<file path="src/virtqueue_indirect_pop_engine_top_assert.svh">
// Assertion macros for the engine; vqip_core is the module that uses them.
// Each expects clk and rst_n to be visible where it is used.
`ifndef VIRTQUEUE_INDIRECT_POP_ENGINE_TOP_ASSERT_SVH
`define VIRTQUEUE_INDIRECT_POP_ENGINE_TOP_ASSERT_SVH

`define VQIP_ASSERT_ALWAYS(lbl, cond, msg) \
  lbl: assert property (@(posedge clk) disable iff (!rst_n) (cond)) else $error(msg);

`define VQIP_ASSERT_NEXT(lbl, ante, cons, msg) \
  lbl: assert property (@(posedge clk) disable iff (!rst_n) (ante) |=> (cons)) else $error(msg);

`endif

</file>
<file path="src/vqip_pkg.sv">
package vqip_pkg;

  localparam int MAX_QUEUE_DEF = 1024;
  localparam int POS_W         = 10;
  localparam int SETTLE_LEN    = 12;
  localparam int SETTLE_W      = 4;
  localparam int CFG_IDX_W     = 2;
  localparam int CFG_DATA_W    = 44;

  localparam logic [4:0] SIZE_ENTRY = 5'd2;
  localparam logic [4:0] SIZE_WORD  = 5'd4;
  localparam logic [4:0] SIZE_DESC  = 5'd16;

  typedef enum logic [1:0] {
    OP_POP   = 2'd0,
    OP_ENTRY = 2'd1,
    OP_DESC  = 2'd2,
    OP_DONE  = 2'd3
  } op_t;

  typedef enum logic [2:0] {
    KIND_READ    = 3'd0,
    KIND_WRITE   = 3'd1,
    KIND_SEGMENT = 3'd2,
    KIND_DONE    = 3'd3,
    KIND_ERROR   = 3'd4
  } kind_t;

  typedef enum logic [2:0] {
    ERR_BAD_HEAD     = 3'd0,
    ERR_NOT_INDIRECT = 3'd1,
    ERR_BAD_TABLE    = 3'd2,
    ERR_CHAIN_LONG   = 3'd3,
    ERR_UNEXPECTED   = 3'd4,
    ERR_NOT_SET_UP   = 3'd5
  } err_t;

  typedef enum logic [1:0] {
    PH_IDLE  = 2'd0,
    PH_ENTRY = 2'd1,
    PH_TOP   = 2'd2,
    PH_WALK  = 2'd3
  } phase_t;

  typedef enum logic [CFG_IDX_W-1:0] {
    CFG_QUEUE_PFN  = 2'd0,
    CFG_PAGE_SHIFT = 2'd1,
    CFG_QUEUE_SIZE = 2'd2,
    CFG_RING_ALIGN = 2'd3
  } cfg_idx_t;

  typedef struct packed {
    logic [1:0]  opcode;
    logic [15:0] entry_value;
    logic [63:0] desc_addr;
    logic [31:0] desc_len;
    logic [15:0] desc_flags;
    logic [15:0] desc_next;
    logic [9:0]  done_id;
    logic [31:0] done_len;
  } in_item_t;

  typedef struct packed {
    logic [2:0]  kind;
    logic [63:0] mem_address;
    logic [4:0]  access_size;
    logic [31:0] write_value;
    logic [63:0] segment_base;
    logic [31:0] segment_len;
    logic        segment_writable;
    logic [9:0]  request_head;
    logic [31:0] writable_total;
    logic [10:0] segment_count;
    logic [2:0]  error_code;
    logic        last;
  } out_item_t;

  typedef struct packed {
    logic             busy;
    logic             setup;
    logic [10:0]      eff_size;
    logic [63:0]      desc_base;
    logic [63:0]      avail_base;
    logic [63:0]      used_base;
    logic             mod_load;
    logic [POS_W-1:0] avail_mod;
    logic [POS_W-1:0] used_mod;
  } geom_t;

  function automatic out_item_t req_item(kind_t kind, logic [63:0] addr,
                                         logic [4:0] size, logic [31:0] val,
                                         logic last);
    out_item_t r;
    r             = '0;
    r.kind        = kind;
    r.mem_address = addr;
    r.access_size = size;
    r.write_value = val;
    r.last        = last;
    return r;
  endfunction

  function automatic out_item_t err_item(err_t code);
    out_item_t r;
    r            = '0;
    r.kind       = KIND_ERROR;
    r.error_code = code;
    r.last       = 1'b1;
    return r;
  endfunction

endpackage

</file>
<file path="src/vqip_geom.sv">
module vqip_geom
  import vqip_pkg::*;
#(
  parameter int MAX_QUEUE = MAX_QUEUE_DEF
) (
  input  logic                  clk,
  input  logic                  rst_n,
  input  logic                  cfg_valid,
  output logic                  cfg_ready,
  input  logic [CFG_IDX_W-1:0]  cfg_index,
  input  logic [CFG_DATA_W-1:0] cfg_data,
  input  logic [POS_W-1:0]      avail_pos,
  input  logic [POS_W-1:0]      used_pos,
  output geom_t                 geom
);

  logic [43:0]         pfn_r, pfn_nxt;
  logic [4:0]          shift_r, shift_nxt;
  logic [10:0]         qsize_r, qsize_nxt;
  logic [16:0]         align_r, align_nxt;
  logic [SETTLE_W-1:0] cnt_r, cnt_nxt;
  logic [10:0]         eff_r;
  logic [17:0]         gap_r;
  logic [63:0]         desc_base_r, avail_base_r, used_pre_r, used_base_r;
  logic                setup_r;
  logic [POS_W-1:0]    arem_r, urem_r, arem_nxt, urem_nxt;
  logic [10:0]         at, ut;
  logic [3:0]          bit_idx;
  logic                cfg_wr, step;

  assign cfg_ready = 1'b1;
  assign cfg_wr    = cfg_valid && cfg_ready;

  always_comb begin
    pfn_nxt   = pfn_r;
    shift_nxt = shift_r;
    qsize_nxt = qsize_r;
    align_nxt = align_r;
    if (cfg_wr) begin
      case (cfg_idx_t'(cfg_index))
        CFG_QUEUE_PFN:  pfn_nxt   = cfg_data[43:0];
        CFG_PAGE_SHIFT: shift_nxt = cfg_data[4:0];
        CFG_QUEUE_SIZE: qsize_nxt = cfg_data[10:0];
        CFG_RING_ALIGN: align_nxt = cfg_data[16:0];
        default: ;
      endcase
    end
    if (cfg_wr) begin
      cnt_nxt = '0;
    end else if (cnt_r != SETTLE_W'(SETTLE_LEN)) begin
      cnt_nxt = cnt_r + 1'b1;
    end else begin
      cnt_nxt = cnt_r;
    end
  end

  // The ring positions are reduced modulo the queue size one bit per cycle.
  assign step    = (cnt_r >= SETTLE_W'(1)) && (cnt_r <= SETTLE_W'(POS_W));
  assign bit_idx = 4'(POS_W) - 4'(cnt_r);
  assign at      = {arem_r, avail_pos[bit_idx]};
  assign ut      = {urem_r, used_pos[bit_idx]};

  always_comb begin
    arem_nxt = arem_r;
    urem_nxt = urem_r;
    if (cnt_r == '0) begin
      arem_nxt = '0;
      urem_nxt = '0;
    end else if (step) begin
      arem_nxt = (at >= eff_r) ? POS_W'(at - eff_r) : POS_W'(at);
      urem_nxt = (ut >= eff_r) ? POS_W'(ut - eff_r) : POS_W'(ut);
    end
  end

  always_ff @(posedge clk) begin
    if (!rst_n) begin
      pfn_r   <= '0;
      shift_r <= 5'd12;
      qsize_r <= 11'd256;
      align_r <= 17'd4096;
      cnt_r   <= '0;
    end else begin
      pfn_r   <= pfn_nxt;
      shift_r <= shift_nxt;
      qsize_r <= qsize_nxt;
      align_r <= align_nxt;
      cnt_r   <= cnt_nxt;
    end
  end

  always_ff @(posedge clk) begin
    eff_r        <= (32'(qsize_r) > MAX_QUEUE) ? 11'(MAX_QUEUE) : qsize_r;
    desc_base_r  <= 64'(pfn_r) << shift_r;
    gap_r        <= 18'(eff_r) + 18'(eff_r) + 18'd4 + 18'(align_r) - 18'd1;
    avail_base_r <= desc_base_r + {49'b0, eff_r, 4'b0};
    setup_r      <= (desc_base_r != '0) && (eff_r != '0) && (align_r != '0);
    used_pre_r   <= avail_base_r + 64'(gap_r);
    used_base_r  <= used_pre_r & ~(64'(align_r) - 64'd1);
    arem_r       <= arem_nxt;
    urem_r       <= urem_nxt;
  end

  always_comb begin
    geom.busy       = (cnt_r != SETTLE_W'(SETTLE_LEN));
    geom.setup      = setup_r;
    geom.eff_size   = eff_r;
    geom.desc_base  = desc_base_r;
    geom.avail_base = avail_base_r;
    geom.used_base  = used_base_r;
    geom.mod_load   = (cnt_r == SETTLE_W'(SETTLE_LEN - 1));
    geom.avail_mod  = arem_r;
    geom.used_mod   = urem_r;
  end

endmodule

</file>
<file path="src/vqip_core.sv">
`include "virtqueue_indirect_pop_engine_top_assert.svh"

module vqip_core
  import vqip_pkg::*;
#(
  parameter int MAX_QUEUE = MAX_QUEUE_DEF
) (
  input  logic             clk,
  input  logic             rst_n,
  input  geom_t            geom,
  input  logic             in_valid,
  output logic             in_stall,
  input  in_item_t         in_data,
  output logic             out_valid,
  input  logic             out_stall,
  output out_item_t        out_data,
  output logic [POS_W-1:0] avail_pos,
  output logic [POS_W-1:0] used_pos
);

  localparam int SEEN_W = $clog2(MAX_QUEUE + 1);

  in_item_t         in_r, in_nxt;
  logic             in_vld_r, in_vld_nxt;
  out_item_t        res_a_r, res_a_nxt, res_b_r, res_b_nxt, r0, r1;
  logic [1:0]       res_cnt_r, res_cnt_nxt;
  logic             two;
  phase_t           phase_r, phase_nxt;
  logic [POS_W-1:0] apos_r, apos_nxt, upos_r, upos_nxt;
  logic [POS_W-1:0] amod_r, amod_nxt, umod_r, umod_nxt;
  logic [9:0]       head_r, head_nxt;
  logic [63:0]      tbase_r, tbase_nxt;
  logic [31:0]      wsum_r, wsum_nxt, wsum_inc;
  logic [SEEN_W-1:0] seen_r, seen_nxt, seen_inc;
  logic [63:0]      used_pa;
  logic             out_take, in_take, load, wr, more;

  assign out_take = out_valid && !out_stall;
  assign load     = in_vld_r && !geom.busy &&
                    ((res_cnt_r == 2'd0) || ((res_cnt_r == 2'd1) && out_take));
  assign in_stall = geom.busy || (in_vld_r && !load);
  assign in_take  = in_valid && !in_stall;

  assign wr       = in_r.desc_flags[1];
  assign more     = in_r.desc_flags[0];
  assign wsum_inc = wsum_r + (wr ? in_r.desc_len : 32'd0);
  assign seen_inc = seen_r + 1'b1;
  assign used_pa  = geom.used_base + {51'b0, umod_r, 3'b100};

  always_comb begin
    r0        = '0;
    r1        = '0;
    two       = 1'b0;
    phase_nxt = phase_r;
    apos_nxt  = apos_r;
    amod_nxt  = amod_r;
    upos_nxt  = upos_r;
    umod_nxt  = umod_r;
    head_nxt  = head_r;
    tbase_nxt = tbase_r;
    wsum_nxt  = wsum_r;
    seen_nxt  = seen_r;
    case (op_t'(in_r.opcode))
      OP_DONE: begin
        if (!geom.setup) begin
          r0 = err_item(ERR_NOT_SET_UP);
        end else begin
          r0       = req_item(KIND_WRITE, used_pa, SIZE_WORD, 32'(in_r.done_id), 1'b0);
          r1       = req_item(KIND_WRITE, geom.used_base + {50'b0, 11'(umod_r) + 11'd1,
                              3'b000}, SIZE_WORD, in_r.done_len, 1'b1);
          two      = 1'b1;
          upos_nxt = upos_r + 1'b1;
          umod_nxt = ((upos_r == '1) || (11'(umod_r) + 11'd1 == geom.eff_size)) ?
                     '0 : umod_r + 1'b1;
        end
      end
      OP_POP: begin
        if (phase_r != PH_IDLE) begin
          r0 = err_item(ERR_UNEXPECTED);
        end else if (!geom.setup) begin
          r0 = err_item(ERR_NOT_SET_UP);
        end else begin
          r0        = req_item(KIND_READ, geom.avail_base + {53'b0, amod_r, 1'b0} + 64'd4,
                               SIZE_ENTRY, 32'd0, 1'b1);
          apos_nxt  = apos_r + 1'b1;
          amod_nxt  = ((apos_r == '1) || (11'(amod_r) + 11'd1 == geom.eff_size)) ?
                      '0 : amod_r + 1'b1;
          phase_nxt = PH_ENTRY;
        end
      end
      OP_ENTRY: begin
        if (phase_r != PH_ENTRY) begin
          r0 = err_item(ERR_UNEXPECTED);
        end else if (in_r.entry_value >= {5'b0, geom.eff_size}) begin
          r0        = err_item(ERR_BAD_HEAD);
          phase_nxt = PH_IDLE;
        end else begin
          r0        = req_item(KIND_READ, geom.desc_base + {44'b0, in_r.entry_value, 4'b0},
                               SIZE_DESC, 32'd0, 1'b1);
          head_nxt  = in_r.entry_value[9:0];
          phase_nxt = PH_TOP;
        end
      end
      default: begin
        if (phase_r == PH_TOP) begin
          if (!in_r.desc_flags[2]) begin
            r0        = err_item(ERR_NOT_INDIRECT);
            phase_nxt = PH_IDLE;
          end else if ((in_r.desc_len == '0) || (in_r.desc_len[3:0] != 4'd0)) begin
            r0        = err_item(ERR_BAD_TABLE);
            phase_nxt = PH_IDLE;
          end else begin
            r0        = req_item(KIND_READ, in_r.desc_addr, SIZE_DESC, 32'd0, 1'b1);
            tbase_nxt = in_r.desc_addr;
            wsum_nxt  = '0;
            seen_nxt  = '0;
            phase_nxt = PH_WALK;
          end
        end else if (phase_r == PH_WALK) begin
          if (32'(seen_r) >= MAX_QUEUE) begin
            r0        = err_item(ERR_CHAIN_LONG);
            phase_nxt = PH_IDLE;
          end else begin
            r0.kind             = KIND_SEGMENT;
            r0.segment_base     = in_r.desc_addr;
            r0.segment_len      = in_r.desc_len;
            r0.segment_writable = wr;
            two                 = 1'b1;
            wsum_nxt            = wsum_inc;
            seen_nxt            = seen_inc;
            if (more) begin
              r1 = req_item(KIND_READ, tbase_r + {44'b0, in_r.desc_next, 4'b0},
                            SIZE_DESC, 32'd0, 1'b1);
            end else begin
              r1.kind           = KIND_DONE;
              r1.request_head   = head_r;
              r1.writable_total = wsum_inc;
              r1.segment_count  = 11'(32'(seen_inc));
              r1.last           = 1'b1;
              phase_nxt         = PH_IDLE;
            end
          end
        end else begin
          r0 = err_item(ERR_UNEXPECTED);
        end
      end
    endcase
  end

  always_comb begin
    in_nxt      = in_take ? in_data : in_r;
    in_vld_nxt  = in_take || (in_vld_r && !load);
    res_a_nxt   = res_a_r;
    res_b_nxt   = res_b_r;
    res_cnt_nxt = res_cnt_r;
    if (load) begin
      res_a_nxt   = r0;
      res_b_nxt   = r1;
      res_cnt_nxt = two ? 2'd2 : 2'd1;
    end else if (out_take) begin
      res_a_nxt   = res_b_r;
      res_cnt_nxt = res_cnt_r - 2'd1;
    end
  end

  always_ff @(posedge clk) begin
    if (!rst_n) begin
      in_vld_r  <= 1'b0;
      res_cnt_r <= '0;
      phase_r   <= PH_IDLE;
      apos_r    <= '0;
      upos_r    <= '0;
      amod_r    <= '0;
      umod_r    <= '0;
      head_r    <= '0;
      tbase_r   <= '0;
      wsum_r    <= '0;
      seen_r    <= '0;
    end else begin
      in_vld_r  <= in_vld_nxt;
      res_cnt_r <= res_cnt_nxt;
      if (load) begin
        phase_r <= phase_nxt;
        apos_r  <= apos_nxt;
        upos_r  <= upos_nxt;
        amod_r  <= amod_nxt;
        umod_r  <= umod_nxt;
        head_r  <= head_nxt;
        tbase_r <= tbase_nxt;
        wsum_r  <= wsum_nxt;
        seen_r  <= seen_nxt;
      end else if (geom.mod_load) begin
        amod_r <= geom.avail_mod;
        umod_r <= geom.used_mod;
      end
    end
  end

  always_ff @(posedge clk) begin
    in_r    <= in_nxt;
    res_a_r <= res_a_nxt;
    res_b_r <= res_b_nxt;
  end

  assign out_valid = (res_cnt_r != 2'd0);
  assign out_data  = res_a_r;
  assign avail_pos = apos_r;
  assign used_pos  = upos_r;

  `VQIP_ASSERT_ALWAYS(a_pair_first_not_last, (res_cnt_r != 2'd2) || !res_a_r.last, "first of a result pair is marked last")
  `VQIP_ASSERT_ALWAYS(a_seen_bound, 32'(seen_r) <= MAX_QUEUE, "segment count beyond the chain limit")
  `VQIP_ASSERT_ALWAYS(a_mod_range, geom.busy || !geom.setup || ((11'(amod_r) < geom.eff_size) && (11'(umod_r) < geom.eff_size)), "ring offset not below the queue size")
  `VQIP_ASSERT_NEXT(a_input_held, in_vld_r && !load, in_vld_r && $stable(in_r), "held item lost from the input register")

endmodule

</file>
<file path="src/virtqueue_indirect_pop_engine_top.sv">
// An accepted item waits in the input register and moves into the result register once
// that is free and no settling pass runs. One item per cycle is taken while the result
// side does not stall; an item with two results holds the next item back while the pair
// drains through the single result port. Reset and every configuration write start a
// settling pass that recomputes ring bases and ring offsets; no item is accepted during it.
module virtqueue_indirect_pop_engine_top
  import vqip_pkg::*;
#(
  parameter int MAX_QUEUE = MAX_QUEUE_DEF
) (
  input  logic                  clk,
  input  logic                  rst_n,
  input  logic                  in_valid,
  output logic                  in_stall,
  input  in_item_t              in_data,
  output logic                  out_valid,
  input  logic                  out_stall,
  output out_item_t             out_data,
  input  logic                  cfg_valid,
  output logic                  cfg_ready,
  input  logic [CFG_IDX_W-1:0]  cfg_index,
  input  logic [CFG_DATA_W-1:0] cfg_data
);

  geom_t            geom;
  logic [POS_W-1:0] avail_pos, used_pos;

  vqip_geom #(
    .MAX_QUEUE(MAX_QUEUE)
  ) u_geom (
    .clk       (clk),
    .rst_n     (rst_n),
    .cfg_valid (cfg_valid),
    .cfg_ready (cfg_ready),
    .cfg_index (cfg_index),
    .cfg_data  (cfg_data),
    .avail_pos (avail_pos),
    .used_pos  (used_pos),
    .geom      (geom)
  );

  vqip_core #(
    .MAX_QUEUE(MAX_QUEUE)
  ) u_core (
    .clk       (clk),
    .rst_n     (rst_n),
    .geom      (geom),
    .in_valid  (in_valid),
    .in_stall  (in_stall),
    .in_data   (in_data),
    .out_valid (out_valid),
    .out_stall (out_stall),
    .out_data  (out_data),
    .avail_pos (avail_pos),
    .used_pos  (used_pos)
  );

endmodule

</file>
<file path="config.mk">
export PLATFORM = sky130hd
export DESIGN_NAME = virtqueue_indirect_pop_engine_top
export DESIGN_NICKNAME = d
export VERILOG_FILES = /design/src/vqip_pkg.sv /design/src/vqip_geom.sv /design/src/vqip_core.sv /design/src/virtqueue_indirect_pop_engine_top.sv
export VERILOG_INCLUDE_DIRS = /design/src /design/src/src
export SDC_FILE = /design/constraint.sdc
export NUM_CORES = 2
export LEC_CHECK = 0
export BUFFER_PORTS_ARGS = -buffer_cell sky130_fd_sc_hd__buf_2
export CORE_ASPECT_RATIO = 2
export CORE_MARGIN = 2
export CORE_UTILIZATION = 57
export CTS_BUF_LIST = sky130_fd_sc_hd__clkbuf_4
export CTS_CLUSTER_DIAMETER = 150
export DETAILED_ROUTE_END_ITERATION = 10
export GPL_TIMING_DRIVEN = 0
export PLACE_DENSITY_LB_ADDON = 0.05
export SKIP_CTS_REPAIR_TIMING = 1
export SLEW_MARGIN = 10
export SYNTH_ARGS = -nofsm -noshare
export SYNTH_HDL_FRONTEND = slang
export SYNTH_SLANG_ARGS = --single-unit
export TNS_END_PERCENT = 10
</file>
<file path="constraint.sdc">
create_clock -name clk -period 52.4 [get_ports clk]
set_input_delay 10.48 -clock clk [delete_from_list [all_inputs] [get_ports clk]]
set_output_delay 10.48 -clock clk [all_outputs]
set_load 0.05 [all_outputs]
</file>
==> impl.org <==
** Synth
- Synthesis produced 5664 cells.
- The biggest area contributor in the post-synthesis netlist is sky130_fd_sc_hd__edfxtp_1.
- Async S/R FF share, synth :: 0%
- Area fraction in compound gates after synthesis :: 12.20%
- Counting flops and latches in the post-synthesis netlist gives 1134.
- Adder and majority gate portion of the synthesized area :: 4.834%
- After Yosys synthesis, XOR and XNOR cells account for 7.913% of the synthesized area.
- Mean area per synthesized cell :: 10.08 sq um
- Dominant combinational cell family by area after synthesis :: simple AND/OR/NAND/NOR gates
- Sequential elements use 50.02% of the synthesized area.
- In this run, distinct cell masters in the synthesized netlist total 95.
- After synthesis, the share of cell area in mux cells is 3.291%.
- Summing the areas of all and, or, nand and nor instances in the mapped netlist gives 18.87% of the synthesized area.
- Count of yosys warnings during synthesis :: 0
- Largest cells by area after synthesis :: sky130_fd_sc_hd__edfxtp_1 31%, sky130_fd_sc_hd__dfxtp_1 19%, sky130_fd_sc_hd__nand2_1 4.9%, sky130_fd_sc_hd__ha_1 4.4%, sky130_fd_sc_hd__xnor2_1 4.3%
- Number of flops mapped to enable cells by yosys :: 585
- The cell area that synthesis handed to floorplanning was 0.05710 sq mm.
- Among all flip-flop cells after synthesis, the most frequent one is sky130_fd_sc_hd__edfxtp_1.
- Area share of the largest cell type after synthesis :: 30.77%

** Floorplan
- The core region is 0.09952 sq mm.
- The die is 451.6 microns tall.
- Count of pins on the block boundary :: 500
- The floorplan step set the die width to 227.8 microns.
- Once the floorplan was initialized, standard cells occupied 57.37% of the core.
- Die outline area :: 0.1029 sq mm
- Floorplan row count :: 164

** Clocking
- The tree built by TritonCTS fans out to 1134 sinks.
- Clock transition at path regs :: 0.07 ns
- Latest clock arrival within the worst-skew pair :: 1.35 ns
- Num CTS Buffers :: 274
- Total number of H-tree levels :: 5
- Maximum count of clock buffers along a single path :: 4
- In this run the clock root is driven by a sky130_fd_sc_hd__clkbuf_4.
- TritonCTS built the clock tree.

** STA
- Hold is met by 0.4277 ns.
- Setup violations remaining at the end of the flow were counted as 0.
- After layout, the worst path uses 44.43% of the clock period.
- Post-layout min period :: 23.28 ns
- Final hold viol count :: 0
- Setup slack of the critical path after layout :: 29.12 ns
- Slew HR :: 6.067%
- Worst-margin pin slew :: 1.398 ns
- Final Max Slew Viols :: 0
- Maximum clock frequency :: 0.04296 GHz
- For the final routed database, the setup TNS stands at 0 ns.
- Between clock sinks in the finished design, the worst skew comes to 0.1485 ns.
- Unrepaired setup endpoints after global routing :: no

** Critical path
- Data arrives at the worst endpoint at 12.80 ns.
- Worst Path Class, Setup :: in -> out
- Traced cell by cell, the critical path runs through buf_2 > nor2b_1 > o21ai_0 > or2_2 > clkbuf_1 > clkbuf_1 > nand2_1 > nand2_1 > buf_2.
- Kind of capture point of the worst setup path :: output port
- For this design, the slowest cell found on the critical path is sky130_fd_sc_hd__clkbuf_1.
- For this run, the slowest stage of the critical path takes 0.85 ns.
- Slack of the worst reg-to-reg path :: 45.35 ns
- Data on the critical path is required at its endpoint by 41.92 ns.
- CP startpoint kind :: input port
- Of all nets on the critical path, the largest fanout is 10.

** Layout
- Layout Nets :: 6900
- Once layout is done, the placed cells without fillers occupy 0.06511 sq mm.
- In the final layout, the share of cells above drive strength 1 is 15.95%.
- The area growth from synthesis to layout is 14.03%.

** Run
- Max-cap check violation count :: 0

** Global routing
- For this run the aggregate overflow at the end of global routing stands at 0.
- Global-route usage over all layers :: 42.73%
- Pin count of the biggest net entering global routing :: 63
- Vias in the first global route :: 48774
- The first global-routing pass estimated 316.2 mm of wire.
- The initial antenna violation count was 21.

** Power
- LEAKAGE :: 0.02550 uW
- Power density of the placed cells :: 29.72 mW/mm^2
- The design draws 1935 uW.
- Maximum vdd ir drop :: 0.02382 mV

** Drt
- The detailed router placed 49064 vias in this run.
- Routed signal wires occupy layers up through met5.
- Via density per instance :: 6.145
- Met2 WL post-DR :: 108.9 mm
- The final layout contains routed wiring with a total length of 223.6 mm.
- Routed length on met1 :: 68.86 mm
- In the detailed route, the total length drawn on met3 is 17.98 mm.
- Detailed-route wire length per cell :: 28.00 microns
- DRT iter0 DRCs :: 4268
- In this run the remaining antenna-violating nets after routing total 0.
- After detailed routing, the number of remaining DRC violations is 0.
- Pre-antenna DRT Iters :: 9

** Placement
- GP Congestion :: 1.056
- Minimum setup slack after placement :: 29.29 ns
- After detailed placement, the total cell area comes to 0.06169 sq mm.
- In this run the tool buffered the top-level ports with 482 buffer cells.
- The wire-length estimate of the detail-placed layout is 175.6 mm.

** Worst hold path
- Worst hold-check path type :: reg -> reg

** Outcome
- Outcome :: completed
[layout make-up]
class	instances	area, sq um
diodes	21	52.55
plain buffers	303	1202
clock buffers	362	2718
clock inverters	102	604.3
fillers	8028	34410
inverters	118	442.9
multi-input cells	4110	26970
flip-flops and latches	1134	28560
well taps	1328	1662
repair buffers	506	2894
[critical path: cells and delay by family]
family | cells | cell delay (ns)
compound gates | 1 | 0.14
buf+inv | 4 | 1.57
simple gates | 4 | 0.60
[layout by cell type (no fill, tap or decap), types with 30 or more instances in the layout]
cell / count
sky130_fd_sc_hd__nor2b_1: 69
sky130_fd_sc_hd__clkbuf_1: 244
sky130_fd_sc_hd__nand2_1: 747
sky130_fd_sc_hd__a21o_1: 54
sky130_fd_sc_hd__mux2i_1: 91
sky130_fd_sc_hd__nand2b_1: 37
sky130_fd_sc_hd__a31oi_1: 38
sky130_fd_sc_hd__a22oi_1: 30
sky130_fd_sc_hd__nor3_1: 89
sky130_fd_sc_hd__a21boi_0: 159
sky130_fd_sc_hd__edfxtp_1: 585
sky130_fd_sc_hd__ha_1: 203
sky130_fd_sc_hd__a211oi_1: 42
sky130_fd_sc_hd__or3_1: 31
sky130_fd_sc_hd__clkinv_1: 65
sky130_fd_sc_hd__a21oi_1: 201
sky130_fd_sc_hd__and2_1: 267
sky130_fd_sc_hd__nor4_1: 58
sky130_fd_sc_hd__inv_1: 114
sky130_fd_sc_hd__clkbuf_4: 363
sky130_fd_sc_hd__a221oi_1: 42
sky130_fd_sc_hd__and3_1: 188
sky130_fd_sc_hd__nor2_1: 340
sky130_fd_sc_hd__xor2_1: 233
sky130_fd_sc_hd__nand3_1: 160
sky130_fd_sc_hd__nand4_1: 90
sky130_fd_sc_hd__o22ai_1: 78
sky130_fd_sc_hd__buf_2: 508
sky130_fd_sc_hd__o21ai_0: 201
sky130_fd_sc_hd__mux4_2: 30
sky130_fd_sc_hd__xnor2_1: 281
sky130_fd_sc_hd__dfxtp_1: 549
sky130_fd_sc_hd__o21a_1: 34
[final timing paths]
path	from	end	cells after the start
worst max-delay path	out_stall	in_stall	9
worst max register to register	u_geom.cnt_r[0]	u_core.out_data[243]	19
worst min-delay path	u_geom.used_pre_r[53]	u_geom.used_base_r[53]	1
worst min register to register	u_geom.used_pre_r[53]	u_geom.used_base_r[53]	1
[logic make-up (layout without fill, tap and decap cells)]
family	Yosys count	in the layout
and+or+nand+nor	2179	2179
DFF	1134	1134
AOI/OAI and AO/OA	1052	1052
xor gates and xnor gates	515	515
buffers and inverters	421	1391
adders and majority gates	214	214
muxes	147	147
other	2	24
[sequential cells by signal, summed over array words and instances (netlist names), 11 cells and up]
signal,flops
u_geom.used_pre_r,64
u_geom.used_base_r,64
u_geom.qsize_r,11
u_core.res_b_r,154
u_core.in_r,175
u_geom.gap_r,18
u_core.out_data,256
u_geom.eff_r,11
u_geom.desc_base_r,64
u_geom.align_r,17
u_geom.pfn_r,44
u_geom.avail_base_r,64
u_core.wsum_r,32
u_core.tbase_r,64
u_core.seen_r,11
[metal layers]
metal  GRT usage (%)  up-vias
met5               0        -
li1                -    22011
met1           40.98    23015
met2           73.23     2993
met4           45.98       10
met3           8.814     1035
[cell usage after synthesis, types with 69 or more instances]
cell and number:
sky130_fd_sc_hd__nand2_1 747, sky130_fd_sc_hd__edfxtp_1 585, sky130_fd_sc_hd__dfxtp_1 549, sky130_fd_sc_hd__nor2_1 342, sky130_fd_sc_hd__xnor2_1 281, sky130_fd_sc_hd__and2_1 267, sky130_fd_sc_hd__clkbuf_1 250, sky130_fd_sc_hd__xor2_1 233
sky130_fd_sc_hd__ha_1 203, sky130_fd_sc_hd__a21oi_1 202, sky130_fd_sc_hd__o21ai_0 202, sky130_fd_sc_hd__and3_1 189, sky130_fd_sc_hd__nand3_1 160, sky130_fd_sc_hd__a21boi_0 159, sky130_fd_sc_hd__inv_1 114, sky130_fd_sc_hd__mux2i_1 91
sky130_fd_sc_hd__nor3_1 91, sky130_fd_sc_hd__nand4_1 90, sky130_fd_sc_hd__o22ai_1 78, sky130_fd_sc_hd__nor2b_1 69
[stage by stage]
stage / instances / util, %
floorplan: 5665 / -
global placement: 7475 / 61.47
detailed placement: 7496 / 61.99
CTS: 7960 / 65.33
global route: 7974 / 65.40
finish: 7984 / 65.42
[report_power, final]
group	internal, uW	leakage (uW)	switching [uW]
sequential	963	0.0100	21.8
clock	359	0.00198	379
combinational	65.0	0.0135	147
(Power assumes the default switching activity.)
